==> config.mk <==
export PLATFORM = sky130hd
export DESIGN_NAME = rom_header_patch_checksum_top
export DESIGN_NICKNAME = d
export VERILOG_FILES = /design/src/design/rhpc_pkg.sv /design/src/design/rom_header_patch_checksum_top.sv /design/src/design/rhpc_cfg_regs.sv /design/src/design/rhpc_patch.sv
export SDC_FILE = /design/constraint.sdc
export NUM_CORES = 1
export LEC_CHECK = 0
export BUFFER_PORTS_ARGS = -buffer_cell sky130_fd_sc_hd__buf_4
export CORE_ASPECT_RATIO = 1.75
export CORE_UTILIZATION = 60
export CTS_CLUSTER_SIZE = 10
export DETAILED_ROUTE_END_ITERATION = 12
export GPL_TIMING_DRIVEN = 0
export MAX_ROUTING_LAYER = met4
export PLACE_DENSITY_LB_ADDON = 0.25
export RECOVER_POWER = 50
export SETUP_SLACK_MARGIN = 0.5
export SLEW_MARGIN = 5
export SYNTH_ARGS = -nofsm -noshare
export SYNTH_HDL_FRONTEND = slang
export SYNTH_SLANG_ARGS = --single-unit
==> constraint.sdc <==
create_clock -name clk -period 6.1 [get_ports clk]
set_clock_uncertainty 0.2 [all_clocks]
set_input_delay 1.22 -clock clk [delete_from_list [all_inputs] [get_ports clk]]
set_output_delay 1.22 -clock clk [all_outputs]
set_load 0.005 [all_outputs]
==> src/design/rhpc_pkg.sv <==
// rhpc_pkg: shared types, constants and the boot logo table for the rom header patcher
// no dependencies; used by every module of the block by scoped names

package rhpc_pkg;

	localparam int ADDR_BITS = 24;

	// header addresses
	localparam logic [ADDR_BITS-1:0] ADDR_LOGO_LO  = ADDR_BITS'('h104);
	localparam logic [ADDR_BITS-1:0] ADDR_LOGO_HI  = ADDR_BITS'('h134);
	localparam logic [ADDR_BITS-1:0] ADDR_CGB      = ADDR_BITS'('h143);
	localparam logic [ADDR_BITS-1:0] ADDR_NEWLIC_H = ADDR_BITS'('h144);
	localparam logic [ADDR_BITS-1:0] ADDR_NEWLIC_L = ADDR_BITS'('h145);
	localparam logic [ADDR_BITS-1:0] ADDR_SGB      = ADDR_BITS'('h146);
	localparam logic [ADDR_BITS-1:0] ADDR_CART     = ADDR_BITS'('h147);
	localparam logic [ADDR_BITS-1:0] ADDR_ROMSIZE  = ADDR_BITS'('h148);
	localparam logic [ADDR_BITS-1:0] ADDR_RAMSIZE  = ADDR_BITS'('h149);
	localparam logic [ADDR_BITS-1:0] ADDR_REGION   = ADDR_BITS'('h14A);
	localparam logic [ADDR_BITS-1:0] ADDR_OLDLIC   = ADDR_BITS'('h14B);
	localparam logic [ADDR_BITS-1:0] ADDR_VERSION  = ADDR_BITS'('h14C);
	localparam logic [ADDR_BITS-1:0] ADDR_HDRSUM   = ADDR_BITS'('h14D);
	localparam logic [ADDR_BITS-1:0] ADDR_GSUM_H   = ADDR_BITS'('h14E);
	localparam logic [ADDR_BITS-1:0] ADDR_GSUM_L   = ADDR_BITS'('h14F);
	localparam logic [ADDR_BITS-1:0] ADDR_HDR_LO   = ADDR_BITS'('h134);
	localparam logic [ADDR_BITS-1:0] ADDR_MAX      = {ADDR_BITS{1'b1}};

	localparam logic [7:0] SGB_VALUE    = 8'h03;
	localparam logic [7:0] REGION_VALUE = 8'h01;
	localparam logic [7:0] CGB_COMPAT   = 8'h80;
	localparam logic [7:0] CGB_ONLY     = 8'h40;
	localparam logic [7:0] LOW_SIX_MASK = 8'h3F;

	// mode codes; code three behaves as off
	localparam logic [1:0] MODE_OFF   = 2'd0;
	localparam logic [1:0] MODE_PLAIN = 2'd1;
	localparam logic [1:0] MODE_INV   = 2'd2;

	// image status codes
	localparam logic [1:0] STATUS_OK    = 2'd0;
	localparam logic [1:0] STATUS_SHORT = 2'd1;
	localparam logic [1:0] STATUS_SAT   = 2'd2;

	// register indexes
	localparam logic [2:0] REG_LOGO_MODE   = 3'd0;
	localparam logic [2:0] REG_HDRSUM_MODE = 3'd1;
	localparam logic [2:0] REG_GSUM_MODE   = 3'd2;
	localparam logic [2:0] REG_FLAG_BITS   = 3'd3;
	localparam logic [2:0] REG_OVR_ENABLE  = 3'd4;
	localparam logic [2:0] REG_OVR_BYTES   = 3'd5;
	localparam logic [2:0] REG_NEW_LIC     = 3'd6;
	localparam logic [2:0] REG_ROM_SIZE    = 3'd7;

	localparam int PADDR_BITS = 5;

	typedef struct packed {
		logic [1:0]  logo_mode;
		logic [1:0]  header_sum_mode;
		logic [1:0]  global_sum_mode;
		logic [3:0]  flag_bits;
		logic [5:0]  override_enable;
		logic [31:0] override_bytes;
		logic [15:0] new_licensee_code;
		logic [7:0]  rom_size_code;
	} cfg_t;

	function automatic logic [7:0] logo_byte(input logic [5:0] idx);
		logic [7:0] v;
		unique case (idx)
			6'd0:  v = 8'hCE; 6'd1:  v = 8'hED; 6'd2:  v = 8'h66; 6'd3:  v = 8'h66;
			6'd4:  v = 8'hCC; 6'd5:  v = 8'h0D; 6'd6:  v = 8'h00; 6'd7:  v = 8'h0B;
			6'd8:  v = 8'h03; 6'd9:  v = 8'h73; 6'd10: v = 8'h00; 6'd11: v = 8'h83;
			6'd12: v = 8'h00; 6'd13: v = 8'h0C; 6'd14: v = 8'h00; 6'd15: v = 8'h0D;
			6'd16: v = 8'h00; 6'd17: v = 8'h08; 6'd18: v = 8'h11; 6'd19: v = 8'h1F;
			6'd20: v = 8'h88; 6'd21: v = 8'h89; 6'd22: v = 8'h00; 6'd23: v = 8'h0E;
			6'd24: v = 8'hDC; 6'd25: v = 8'hCC; 6'd26: v = 8'h6E; 6'd27: v = 8'hE6;
			6'd28: v = 8'hDD; 6'd29: v = 8'hDD; 6'd30: v = 8'hD9; 6'd31: v = 8'h99;
			6'd32: v = 8'hBB; 6'd33: v = 8'hBB; 6'd34: v = 8'h67; 6'd35: v = 8'h63;
			6'd36: v = 8'h6E; 6'd37: v = 8'h0E; 6'd38: v = 8'hEC; 6'd39: v = 8'hCC;
			6'd40: v = 8'hDD; 6'd41: v = 8'hDC; 6'd42: v = 8'h99; 6'd43: v = 8'h9F;
			6'd44: v = 8'hBB; 6'd45: v = 8'hB9; 6'd46: v = 8'h33; 6'd47: v = 8'h3E;
			default: v = 8'h00;
		endcase
		return v;
	endfunction

endpackage

==> src/design/rom_header_patch_checksum_top.sv <==
// rom_header_patch_checksum_top: streaming rom header patcher with header and global sums
// depends on rhpc_pkg, rhpc_cfg_regs and rhpc_patch
// each byte passes through the input stage and then the result register
// throughput: one byte per cycle; both stages advance together when the result register frees
// the address counter, header sum and running sum update as a byte moves into the result register
// reset (arst_n low): both stages empty, stream state and config registers cleared to zero; payload regs not reset

module rom_header_patch_checksum_top (
	input  logic                            clk,
	input  logic                            arst_n,
	// input stream
	input  logic                            s_tvalid,
	output logic                            s_tready,
	input  logic [7:0]                      s_tdata,   // [7:0] rom_byte
	input  logic                            s_tlast,   // final_byte
	// result stream
	output logic                            m_tvalid,
	input  logic                            m_tready,
	output logic [31:0]                     m_tdata,   // [7:0] patched_byte, [23:8] global_sum,
	                                                   // [24] sum_valid, [25] colour_conflict,
	                                                   // [27:26] image_status, [31:28] zero
	// configuration port
	input  logic                            psel,
	input  logic                            penable,
	input  logic                            pwrite,
	input  logic [rhpc_pkg::PADDR_BITS-1:0] paddr,
	input  logic [31:0]                     pwdata,
	output logic [31:0]                     prdata,
	output logic                            pready
);

	rhpc_pkg::cfg_t cfg;

	// input stage
	logic       valid_s1;
	logic [7:0] byte_s1;
	logic       last_s1;

	// result stage
	logic        valid_s2;
	logic [31:0] data_s2;

	// per-image stream state
	logic [rhpc_pkg::ADDR_BITS-1:0] addr_q;
	logic [7:0]                     hdr_sum_q;
	logic [15:0]                    run_sum_q;
	logic                           sat_q;

	// datapath
	logic        advance;
	logic        step;
	logic [7:0]  patched;
	logic        conflict;
	logic        in_hdr;
	logic        in_gsum;
	logic        at_max;
	logic [7:0]  hdr_sum_nx;
	logic [15:0] run_sum_nx;
	logic        sat_nx;
	logic [15:0] gsum;
	logic        gsum_valid;
	logic [1:0]  status;

	rhpc_cfg_regs u_cfg (
		.clk     (clk),
		.arst_n  (arst_n),
		.psel    (psel),
		.penable (penable),
		.pwrite  (pwrite),
		.paddr   (paddr),
		.pwdata  (pwdata),
		.prdata  (prdata),
		.pready  (pready),
		.cfg     (cfg)
	);

	rhpc_patch u_patch (
		.addr       (addr_q),
		.byte_in    (byte_s1),
		.cfg        (cfg),
		.header_sum (hdr_sum_q),
		.byte_out   (patched),
		.conflict   (conflict)
	);

	// pipeline moves whenever the result register is empty or being drained
	assign advance  = !valid_s2 || m_tready;
	assign s_tready = !valid_s1 || advance;
	assign step     = valid_s1 && advance;

	assign m_tvalid = valid_s2;
	assign m_tdata  = data_s2;

	// checksum and counter logic for the byte in the input stage
	assign in_hdr     = (addr_q >= rhpc_pkg::ADDR_HDR_LO) && (addr_q < rhpc_pkg::ADDR_HDRSUM);
	assign in_gsum    = (addr_q == rhpc_pkg::ADDR_GSUM_H) || (addr_q == rhpc_pkg::ADDR_GSUM_L);
	assign at_max     = (addr_q == rhpc_pkg::ADDR_MAX);
	assign hdr_sum_nx = in_hdr ? (hdr_sum_q - patched - 8'd1) : hdr_sum_q;
	assign run_sum_nx = in_gsum ? run_sum_q : (run_sum_q + {8'd0, patched});
	assign sat_nx     = sat_q | at_max;

	always_comb begin
		gsum       = 16'd0;
		gsum_valid = 1'b0;
		status     = rhpc_pkg::STATUS_OK;
		if (last_s1) begin
			if (cfg.global_sum_mode == rhpc_pkg::MODE_PLAIN) begin
				gsum       = run_sum_nx;
				gsum_valid = 1'b1;
			end else if (cfg.global_sum_mode == rhpc_pkg::MODE_INV) begin
				gsum       = ~run_sum_nx;
				gsum_valid = 1'b1;
			end
			// saturation outranks a short image
			if (sat_nx) begin
				status = rhpc_pkg::STATUS_SAT;
			end else if (addr_q < rhpc_pkg::ADDR_GSUM_L) begin
				status = rhpc_pkg::STATUS_SHORT;
			end
		end
	end

	// control registers
	always_ff @(posedge clk or negedge arst_n) begin
		if (!arst_n) begin
			valid_s1  <= 1'b0;
			valid_s2  <= 1'b0;
			addr_q    <= '0;
			hdr_sum_q <= '0;
			run_sum_q <= '0;
			sat_q     <= 1'b0;
		end else begin
			if (s_tready) begin
				valid_s1 <= s_tvalid;
			end
			if (advance) begin
				valid_s2 <= valid_s1;
			end
			if (step) begin
				if (last_s1) begin
					// end of image: next image starts afresh
					addr_q    <= '0;
					hdr_sum_q <= '0;
					run_sum_q <= '0;
					sat_q     <= 1'b0;
				end else begin
					hdr_sum_q <= hdr_sum_nx;
					run_sum_q <= run_sum_nx;
					sat_q     <= sat_nx;
					if (!at_max) begin
						addr_q <= addr_q + 1'b1;
					end
				end
			end
		end
	end

	// payload registers
	always_ff @(posedge clk) begin
		if (s_tready && s_tvalid) begin
			byte_s1 <= s_tdata;
			last_s1 <= s_tlast;
		end
		if (step) begin
			data_s2 <= {4'd0, status, conflict, gsum_valid, gsum, patched};
		end
	end

endmodule

==> src/design/rhpc_cfg_regs.sv <==
// rhpc_cfg_regs: apb-style register file holding the patch configuration
// depends on rhpc_pkg

module rhpc_cfg_regs (
	input  logic                           clk,
	input  logic                           arst_n,
	input  logic                           psel,
	input  logic                           penable,
	input  logic                           pwrite,
	input  logic [rhpc_pkg::PADDR_BITS-1:0] paddr,
	input  logic [31:0]                    pwdata,
	output logic [31:0]                    prdata,
	output logic                           pready,
	output rhpc_pkg::cfg_t                 cfg
);

	rhpc_pkg::cfg_t cfg_q;
	logic [2:0]     reg_idx;
	logic           wr_en;

	assign pready  = 1'b1;
	assign reg_idx = paddr[rhpc_pkg::PADDR_BITS-1:2];
	assign wr_en   = psel & penable & pwrite & pready;
	assign cfg     = cfg_q;

	always_ff @(posedge clk or negedge arst_n) begin
		if (!arst_n) begin
			cfg_q <= '0;
		end else if (wr_en) begin
			unique case (reg_idx)
				rhpc_pkg::REG_LOGO_MODE:   cfg_q.logo_mode         <= pwdata[1:0];
				rhpc_pkg::REG_HDRSUM_MODE: cfg_q.header_sum_mode   <= pwdata[1:0];
				rhpc_pkg::REG_GSUM_MODE:   cfg_q.global_sum_mode   <= pwdata[1:0];
				rhpc_pkg::REG_FLAG_BITS:   cfg_q.flag_bits         <= pwdata[3:0];
				rhpc_pkg::REG_OVR_ENABLE:  cfg_q.override_enable   <= pwdata[5:0];
				rhpc_pkg::REG_OVR_BYTES:   cfg_q.override_bytes    <= pwdata;
				rhpc_pkg::REG_NEW_LIC:     cfg_q.new_licensee_code <= pwdata[15:0];
				rhpc_pkg::REG_ROM_SIZE:    cfg_q.rom_size_code     <= pwdata[7:0];
				default: ;
			endcase
		end
	end

	always_comb begin
		unique case (reg_idx)
			rhpc_pkg::REG_LOGO_MODE:   prdata = {30'd0, cfg_q.logo_mode};
			rhpc_pkg::REG_HDRSUM_MODE: prdata = {30'd0, cfg_q.header_sum_mode};
			rhpc_pkg::REG_GSUM_MODE:   prdata = {30'd0, cfg_q.global_sum_mode};
			rhpc_pkg::REG_FLAG_BITS:   prdata = {28'd0, cfg_q.flag_bits};
			rhpc_pkg::REG_OVR_ENABLE:  prdata = {26'd0, cfg_q.override_enable};
			rhpc_pkg::REG_OVR_BYTES:   prdata = cfg_q.override_bytes;
			rhpc_pkg::REG_NEW_LIC:     prdata = {16'd0, cfg_q.new_licensee_code};
			rhpc_pkg::REG_ROM_SIZE:    prdata = {24'd0, cfg_q.rom_size_code};
			default:                   prdata = '0;
		endcase
	end

endmodule

==> src/design/rhpc_patch.sv <==
// rhpc_patch: address-decoded byte substitution for the header area
// depends on rhpc_pkg

module rhpc_patch (
	input  logic [rhpc_pkg::ADDR_BITS-1:0] addr,
	input  logic [7:0]                     byte_in,
	input  rhpc_pkg::cfg_t                 cfg,
	input  logic [7:0]                     header_sum,
	output logic [7:0]                     byte_out,
	output logic                           conflict
);

	logic                          in_logo;
	logic [rhpc_pkg::ADDR_BITS-1:0] logo_off;
	logic [7:0]                    logo_val;
	logic                          colour;
	logic [7:0]                    cgb_val;

	assign in_logo  = (addr >= rhpc_pkg::ADDR_LOGO_LO) && (addr < rhpc_pkg::ADDR_LOGO_HI);
	assign logo_off = addr - rhpc_pkg::ADDR_LOGO_LO;
	assign logo_val = rhpc_pkg::logo_byte(logo_off[5:0]);
	assign colour   = |cfg.flag_bits[1:0];
	assign cgb_val  = byte_in | rhpc_pkg::CGB_COMPAT
		| (cfg.flag_bits[1] ? rhpc_pkg::CGB_ONLY : 8'h00);

	always_comb begin
		byte_out = byte_in;
		conflict = 1'b0;
		if (in_logo) begin
			if (cfg.logo_mode == rhpc_pkg::MODE_PLAIN) begin
				byte_out = logo_val;
			end else if (cfg.logo_mode == rhpc_pkg::MODE_INV) begin
				byte_out = ~logo_val;
			end
		end else begin
			unique case (addr)
				rhpc_pkg::ADDR_CGB: begin
					if (colour) begin
						byte_out = cgb_val;
						conflict = |(byte_in & rhpc_pkg::LOW_SIX_MASK);
					end
				end
				rhpc_pkg::ADDR_NEWLIC_H:
					if (cfg.override_enable[0]) byte_out = cfg.new_licensee_code[15:8];
				rhpc_pkg::ADDR_NEWLIC_L:
					if (cfg.override_enable[0]) byte_out = cfg.new_licensee_code[7:0];
				rhpc_pkg::ADDR_SGB:
					if (cfg.flag_bits[2]) byte_out = rhpc_pkg::SGB_VALUE;
				rhpc_pkg::ADDR_CART:
					if (cfg.override_enable[1]) byte_out = cfg.override_bytes[7:0];
				rhpc_pkg::ADDR_ROMSIZE:
					if (cfg.override_enable[2]) byte_out = cfg.rom_size_code;
				rhpc_pkg::ADDR_RAMSIZE:
					if (cfg.override_enable[3]) byte_out = cfg.override_bytes[15:8];
				rhpc_pkg::ADDR_REGION:
					if (cfg.flag_bits[3]) byte_out = rhpc_pkg::REGION_VALUE;
				rhpc_pkg::ADDR_OLDLIC:
					if (cfg.override_enable[4]) byte_out = cfg.override_bytes[23:16];
				rhpc_pkg::ADDR_VERSION:
					if (cfg.override_enable[5]) byte_out = cfg.override_bytes[31:24];
				rhpc_pkg::ADDR_HDRSUM: begin
					if (cfg.header_sum_mode == rhpc_pkg::MODE_PLAIN) begin
						byte_out = header_sum;
					end else if (cfg.header_sum_mode == rhpc_pkg::MODE_INV) begin
						byte_out = ~header_sum;
					end
				end
				default: ;
			endcase
		end
	end

endmodule

==> reports/qor.tcl, run 1 <==
set qor(cellLeakagePower_uw) 0.005378
set qor(worst_slew_margin_rel_pct) -144.5
set qor(ys_top_cells_by_area) {dfrtp_1 (29%), edfxtp_1 (11%), mux2_2 (9.2%), mux2i_1 (6.2%), ha_1 (4.1%)}
set qor(design.portCount) 120
set qor(cts_sinks) 160
set qor(p_int_uw) 2291
set qor(comb_power_share_pct) 31.7
set qor(whs_path_depth) 1
set qor(yosysUniqueCellTypes) 78
set qor(timing_worst_setup_path_type) {reg -> reg}
set qor(max_freq_mhz) 183.3
set qor(finalWirelength_mm) 35.45
set qor(async_flop_share_pct) 76.88
set qor(result_of_the_run) {finished with violations}
set qor(fin_area_um2) 12450
set qor(yosys.area_share.xor_xnor_pct) 2.822
set qor(vdd.ir_drop.worst_uv) 247.3
set qor(finalHoldViolCount) 0
set qor(grt_overflow) 0
set qor(wl_per_cell_um) 24.15
set qor(yosysSeqAreaShare_pct) 39.70
set qor(hold_buffers) 0
set qor(floorplan.core_area_um2) 17110
set qor(switching_share_pct) 36.42
set qor(synth_seq_cells) 160
set qor(num-nets-final) 1317
set qor(grt_pass1_wl_mm) 54.19
set qor(yosysTopAreaCellShare_pct) 29.17
set qor(crit_required_ps) 6090
set qor(numPortBuffers) 109
set qor(via_count) 9750
set qor(fin_crit_ps) 5456
set qor(worst_r2r_path_depth) 23
set qor(detailed_place_hpwl_mm) 25.70
set qor(die-height_um) 177.4
set qor(dominantRegCellSynth) {dfrtp_1}
set qor(synthCells) 1090
set qor(initial_core_util_pct) 61.69
set qor(syn_avg_cell_area_um2) 9.681
set qor(power.density_nw_per_um2) 289.3
set qor(setup-violations-final) 0
set qor(holdCritPathClass) {reg -> reg}
set qor(worstSetupEndpoint) {m_tdata[20]}
set qor(via_count_of_the_first_global_routing_pass) 9921
set qor(layout_worst_path_cycle_share_pct) 89.44
set qor(h_tree_level_count) 4
set qor(rr_endpoint) {m_tdata[20]}
set qor(gp_congestion) 1.035
set qor(fillers) 1315
set qor(post_synth_mux_area_share_pct) 16.20
set qor(cts_tree) {yes}
set qor(ys.warnings.count) 0
set qor(clock_root_buffer) {clkbuf_16}
set qor(tightest_slew_ps) 3668
set qor(post_synth_edffs) 37
set qor(cts.clk_slew.worst_paths_ps) 70
set qor(slew_violations) 65
set qor(syn_area_um2) 10550
set qor(failing_checks) {capacitance limit, slew limit}
set qor(synth_compound_area_share_pct) 16.28
set qor(combinational_family_with_the_most_area_after_synthesis) {compound AO/OA/AOI/OAI gates}
set qor(route.antenna.remaining_nets) 0
set qor(placed_cell_area_um2) 11700
set qor(critical_path_launch_point) {addr_q[2]}
set qor(unrepaired_setup_endpoints_after_global_routing) {yes}
set qor(switch_pwr_uw) 1312
set qor(layout-drive-gt1-share_pct) 24.19
set qor(cts-root-to-sink-buffers) 2
set qor(drt_drc_violations_left) 0
set qor(worst_setup_path_start_kind) {flip-flop}
set qor(die_w_um) 102.3
set qor(viasPerCell) 6.642
set qor(crit_arrival_ps) 5440
set qor(synth.largest_area_cell) {dfrtp_1}
set qor(track_usage_pct) 41.85
set qor(power.share.sequential_pct) 39.0
set qor(cts_made_buffers) 17
set qor(crit_path_max_fanout) 10
set qor(die_area_um2) 18140
set qor(reg2reg_slack_ps) 640
set qor(crit-reg2reg-launch) {addr_q[2]}
set qor(synthAdderAreaFrac_pct) 4.529
set qor(post_synth_and_or_nand_nor_area_fraction_pct) 16.07
set qor(detail_route.iter0.violations) 694
set qor(grt_max_degree) 66
set qor(crit_path_end_kind) {flip-flop}
set qor(fp-row-count) 63
set qor(max_cap_violations) 1
set qor(firstDrtPassIters) 5
set qor(number_of_antenna_violations_at_the_first_check_in_global_routing) 1
set qor(clk-insertion-delay-late_ps) 450
set qor(layout-area-overhead-vs-synth_pct) 18.01
set qor(core_util_final_pct) 72.80
set qor(clock_power_share_pct) 29.3
==> kinds of logic after synthesis <==
logic type,count (synthesis)
AOI/OAI and AO/OA,258
xor gates and xnor gates,34
adders and majority gates,37
buffers and inverters,114
DFF,160
muxes,155
other,2
and+or+nand+nor,330
==> worst min path at each step <==
stage	from	end	slack, ps
after floorplan	valid_s1	m_tvalid	260
after global placement	valid_s1	m_tvalid	290
after detailed placement	valid_s1	m_tvalid	290
after CTS	valid_s1	m_tvalid	310
after global routing	valid_s1	m_tvalid	320
final	valid_s1	m_tvalid	310
==> worst max-delay path, stage by stage, from the launching register on <==
cell and delay, ps:
dfrtp_2 400, clkbuf_8 180, clkinvlp_4 160, ha_1 320, clkbuf_2 220, clkinv_2 190, a31oi_1 200, nor2_1 60
o31ai_2 400, mux2_2 220, o21ai_0 170, a21oi_4 280, ha_2 240, inv_1 50, fa_1 390, nor2b_2 150
o21ai_1 100, a21boi_2 210, o21ai_2 110, a2111oi_2 360, buf_4 180, xnor2_1 130, mux2i_1 200, nor2_1 50
==> stage by stage <==
stage / hold WS (ps) / TNS, ps / instances / power (µW) / setup slack, ps
finish: 308.3 / 0 / 1468 / 3603 / 644.4
global route: 318.4 / 0 / 1468 / 3735 / 450.2
CTS: 306.1 / 0 / 1466 / 3540 / 484.9
detailed placement: 286.9 / -7494 / 1430 / 2462 / -1063
global placement: 285.4 / -7267 / 1429 / 2433 / -1056
floorplan: 257.2 / 0 / 1093 / 2077 / 688.2
==> final cells by class <==
type                            instances  area (µm²)  share of cell area [%]
Multi-Input combinational cell        819        6030                   48.42
Sequential cell                       160        4190                   33.65
Timing Repair Buffer                  115       875.8                   7.033
Clock buffer                           18       429.2                   3.446
Buffer                                 82       381.6                   3.064
Tap cell                              227       284.0                   2.281
Clock inverter                         14       132.6                   1.065
Inverter                               32       127.6                   1.025
Antenna cell                            1       2.502                 0.02009
==> what timing repair did <==
item / in CTS / in global routing
setup endpoints to repair: 30 / 14
setup buffers: 4 / 1
resized for setup: 36 / 30
pin swaps: 3 / 6
==> state kept, by name (all words and copies together), names as in the netlist <==
signal / count
u_cfg.cfg: 72
m_tdata: 28
addr_q: 24
run_sum_q: 16
byte_s1: 8
hdr_sum_q: 8
last_s1: 1
m_tvalid: 1
sat_q: 1
valid_s1: 1
==> layer usage <==
layer	track usage, %	vias to the layer above	share of wire (%)
li1	-	4302	-
met1	41.05	4755	34
met2	68.46	474	51
met3	9.649	219	6.2
met4	35.71	0	9.6
met5	-	-	0
==> synthesized netlist by cell type, drive strengths merged, types with 20 or more instances <==
cell      n
mux2     86
ha       35
mux2i    65
o22ai    21
dfrtp   123
nor2b    20
nand3    32
inv      30
clkbuf   59
edfxtp   37
buf      23
a21oi    50
nand2    60
nor2     90
nor3     25
and3     25
xor2     20
o21ai    61
==> layout by cell type (no fill, tap or decap), types with 9 or more instances in the layout <==
cell / instances
a211oi_1: 11
nor4_1: 10
xnor2_1: 13
clkbuf_4: 41
nand2_1: 59
nor3_1: 24
nand4_1: 13
nand3_1: 30
buf_2: 10
buf_4: 80
inv_1: 26
mux2_2: 86
and3_1: 24
o21ai_0: 57
nor2b_1: 18
a22oi_1: 14
nor2_1: 89
o221ai_1: 9
ha_1: 33
a22o_1: 13
clkbuf_1: 51
o22ai_1: 21
clkbuf_16: 17
a21oi_1: 47
xor2_1: 19
and2_1: 9
edfxtp_1: 37
dfrtp_1: 122
mux2i_1: 65
or3_1: 10
==> power groups by stage <==
stage / clock (µW) / combinational [µW] / sequential (µW)
5_1_grt: 1090 / 1230 / 1410
3_3_place_gp: 0 / 1020 / 1410
6_report: 1060 / 1140 / 1400
2_1_floorplan: 0 / 728 / 1350
3_5_place_dp: 0 / 1050 / 1410
4_1_cts: 1050 / 1090 / 1390
No activity file was read; power rests on OpenSTA's default activity.
==> run 2: changes to the inputs <==
Settings changed: CORE_UTILIZATION 60 to 54.
Clock period 6.1 ns to 4.6 ns, I/O delays scaled along.
==> run 2 against run 1 <==
Net effect: the flow finishes with violations (capacitance limit, slew limit, setup timing); cell area is 11% higher; fmax is 9.1% higher; wire length increased by 9.5%; global-route usage down 2.3 points; count of clock-buffer cells in the layout increased by 1; power grew 49%; combinational power increased by 81%; largest cell class unchanged.
==> reports/qor.tcl, run 2 (synthesized netlist as in run 1, its figures left out) <==
set qor(crit_arrival_ps) 5180 ;# -260 ps
set qor(crit_required_ps) 4780 ;# -1310 ps
set qor(floorplan.core_area_um2) 19110 ;# +12%
set qor(grt_overflow) 0 ;# unchanged
set qor(numPortBuffers) 109 ;# unchanged
set qor(unrepaired_setup_endpoints_after_global_routing) {yes}
set qor(worst_slew_margin_rel_pct) -143.6 ;# +0.88 points
set qor(result_of_the_run) {finished with violations}
set qor(wl_per_cell_um) 24.93 ;# +3.2%
set qor(finalWirelength_mm) 38.81 ;# +9.5%
set qor(tightest_slew_ps) 3654 ;# -13.23 ps
set qor(layout-drive-gt1-share_pct) 36.12 ;# +12 points
set qor(power.share.sequential_pct) 34.9 ;# -4.1 points
set qor(route.antenna.remaining_nets) 0 ;# unchanged
set qor(clock_power_share_pct) 26.7 ;# -2.6 points
set qor(min_from) {valid_s1}
set qor(cts.clk_slew.worst_paths_ps) 70 ;# about the same
set qor(core_util_final_pct) 72.64 ;# -0.17 points
set qor(switching_share_pct) 36.61 ;# +0.19 points
set qor(slew_violations) 60 ;# -7.7%
set qor(die-height_um) 186.9 ;# +5.3%
set qor(post-place-ws_ps) -1071 ;# -8.710 ps
set qor(finalHoldViolCount) 0 ;# unchanged
set qor(drt_drc_violations_left) 0 ;# unchanged
set qor(crit-reg2reg-launch) {addr_q[2]}
set qor(via_count) 10275 ;# +5.4%
set qor(cts_tree) {yes}
set qor(via_count_of_the_first_global_routing_pass) 10526 ;# +6.1%
set qor(crit_path_max_fanout) 4 ;# -6
set qor(clk-insertion-delay-late_ps) 450 ;# about the same
set qor(max_freq_mhz) 199.9 ;# +9.1%
set qor(worst_path_largest_cell_delay_ps) 400 ;# about the same
set qor(timing_worst_setup_path_type) {reg -> reg}
set qor(setup-violations-final) 20 ;# +20
set qor(worst_setup_path_start_kind) {flip-flop}
set qor(fillers) 1385 ;# +5.3%
set qor(critical_path_launch_point) {addr_q[2]}
set qor(vdd.ir_drop.worst_uv) 312.9 ;# +27%
set qor(number_of_antenna_violations_at_the_first_check_in_global_routing) 1 ;# unchanged
set qor(layout-area-overhead-vs-synth_pct) 31.56
set qor(most_common_library_cell_in_the_layout_ignoring_fill_and_taps) {buf_4}
set qor(grt_pass1_wl_mm) 57.32 ;# +5.8%
set qor(clock_root_buffer) {clkbuf_16}
set qor(die_w_um) 107.7 ;# +5.3%
set qor(mostFrequentLayoutCells) {buf_4 (146), dfrtp_1 (119), mux2_2 (84)}
set qor(detail_route.iter0.violations) 798 ;# +15%
set qor(worst_hold_slack_ps) 292.9 ;# -15.47 ps
set qor(layout_setup_ws_ps) -401.5 ;# -1046 ps
set qor(detailed_place_hpwl_mm) 26.12 ;# +1.7%
set qor(initial_core_util_pct) 55.21 ;# -6.5 points
set qor(cts_sinks) 160 ;# unchanged
set qor(critPathSlowestCell) {dfrtp_2}
set qor(fin_crit_ps) 5001 ;# -454.1 ps
set qor(cellLeakagePower_uw) 0.005952 ;# +11%
set qor(num-nets-final) 1392 ;# +5.7%
set qor(cts_made_buffers) 17 ;# unchanged
set qor(comb_power_share_pct) 38.4 ;# +6.7 points
set qor(gp_congestion) 1.000 ;# -3.3%
set qor(grt_max_degree) 65 ;# -1.5%
set qor(firstDrtPassIters) 6 ;# +1
set qor(setup-tns-final_ps) -4575 ;# -4575 ps
set qor(power.density_nw_per_um2) 386.7 ;# +34%
set qor(holdCritPathClass) {reg -> reg}
set qor(track_usage_pct) 39.52 ;# -2.3 points
set qor(crit_path_end_kind) {flip-flop}
set qor(max_cap_violations) 1 ;# unchanged
set qor(viasPerCell) 6.599 ;# -0.64%
set qor(fp-row-count) 67 ;# +6.3%
set qor(layout_worst_path_cycle_share_pct) 108.7 ;# +19 points
set qor(h_tree_level_count) 4 ;# unchanged
set qor(die_area_um2) 20130 ;# +11%
set qor(design.portCount) 120 ;# unchanged
set qor(p_int_uw) 3403 ;# +49%
set qor(largest_reg_flops) 72 ;# unchanged
set qor(cts-root-to-sink-buffers) 2 ;# unchanged
set qor(switch_pwr_uw) 1966 ;# +50%
set qor(failing_checks) {capacitance limit, slew limit, setup timing}
==> run 2: cell types whose count changed in the layout (fill, tap and decap cells not counted), moves of 5 or more <==
cell and change:
o21ai_1 +11, a21oi_1 -12, nand3_1 -6, ha_1 -8
nand2_1 -5, ha_4 +8, o21ai_0 -24, a21oi_2 +10
o21ai_2 +12, clkbuf_1 -8, buf_4 +66, buf_6 +15
nor2_1 -6
==> run 2: worst paths after layout <==
kind | depth (start not counted) | slack (ps) | to
setup / recovery | 25 | -400 | run_sum_q[10]
hold / removal | 1 | 290 | m_tvalid
setup reg to reg | 25 | -400 | run_sum_q[10]
hold reg to reg | 1 | 290 | m_tvalid
max in group asynchronous | 1 | 340 | addr_q[3]
min in group asynchronous | 1 | 1510 | u_cfg.cfg[3]
==> run 2: stage by stage <==
step | instance area (µm²) | cells | total power (µW)
final | 13880 | 1557 | 5369
after global routing | 13880 | 1557 | 5561
after CTS | 13380 | 1533 | 5042
after detailed placement | 11900 | 1444 | 3353
after global placement | 11860 | 1443 | 3316
after floorplan | 10740 | 1093 | 2832
==> run 2: power groups by stage <==
stage | combinational [µW] | clock (µW) | sequential (µW)
2_1_floorplan | 1040 | 0 | 1790
3_3_place_gp | 1450 | 0 | 1870
3_5_place_dp | 1480 | 0 | 1880
4_1_cts | 1750 | 1430 | 1850
5_1_grt | 2180 | 1490 | 1890
6_report | 2060 | 1430 | 1870
==> run 2: area by class of cell <==
type	instances	area [µm²]	share of cell area [%]
clock buffer	19	432.9	3.118
multi-input combinational	819	6659	47.96
buffer	82	483.0	3.479
sequential	160	4194	30.21
tap	241	301.5	2.172
timing repair buffer	190	1516	10.92
clock inverter	13	141.4	1.018
inverter	32	152.6	1.099
antenna	1	2.502	0.01802
==> run 2: metal layers <==
layer	GRT usage (%)	part of all wire, %
met5	-	0
met4	34.56	10
met3	9.303	6.2
met2	66.62	51
met1	36.36	33
==> run 2: timing repair <==
| item | in CTS | in global routing |
|---|---|---|
| endpoints found under the setup margin | 38 | 47 |
| pin swaps | 50 | 43 |
| gates resized for setup | 121 | 93 |
| hold buffers | 0 | 0 |
| buffers inserted | 57 | 22 |
| cloned | 0 | 1 |
==> run 2: worst max-delay path: cells and delay by family (launching register included) <==
kind / cells / cell delay (ps)
compound gates: 9 / 1340
flops: 1 / 400
simple gates: 5 / 1200
buf+inv: 8 / 1030
fa+ha+maj: 3 / 770
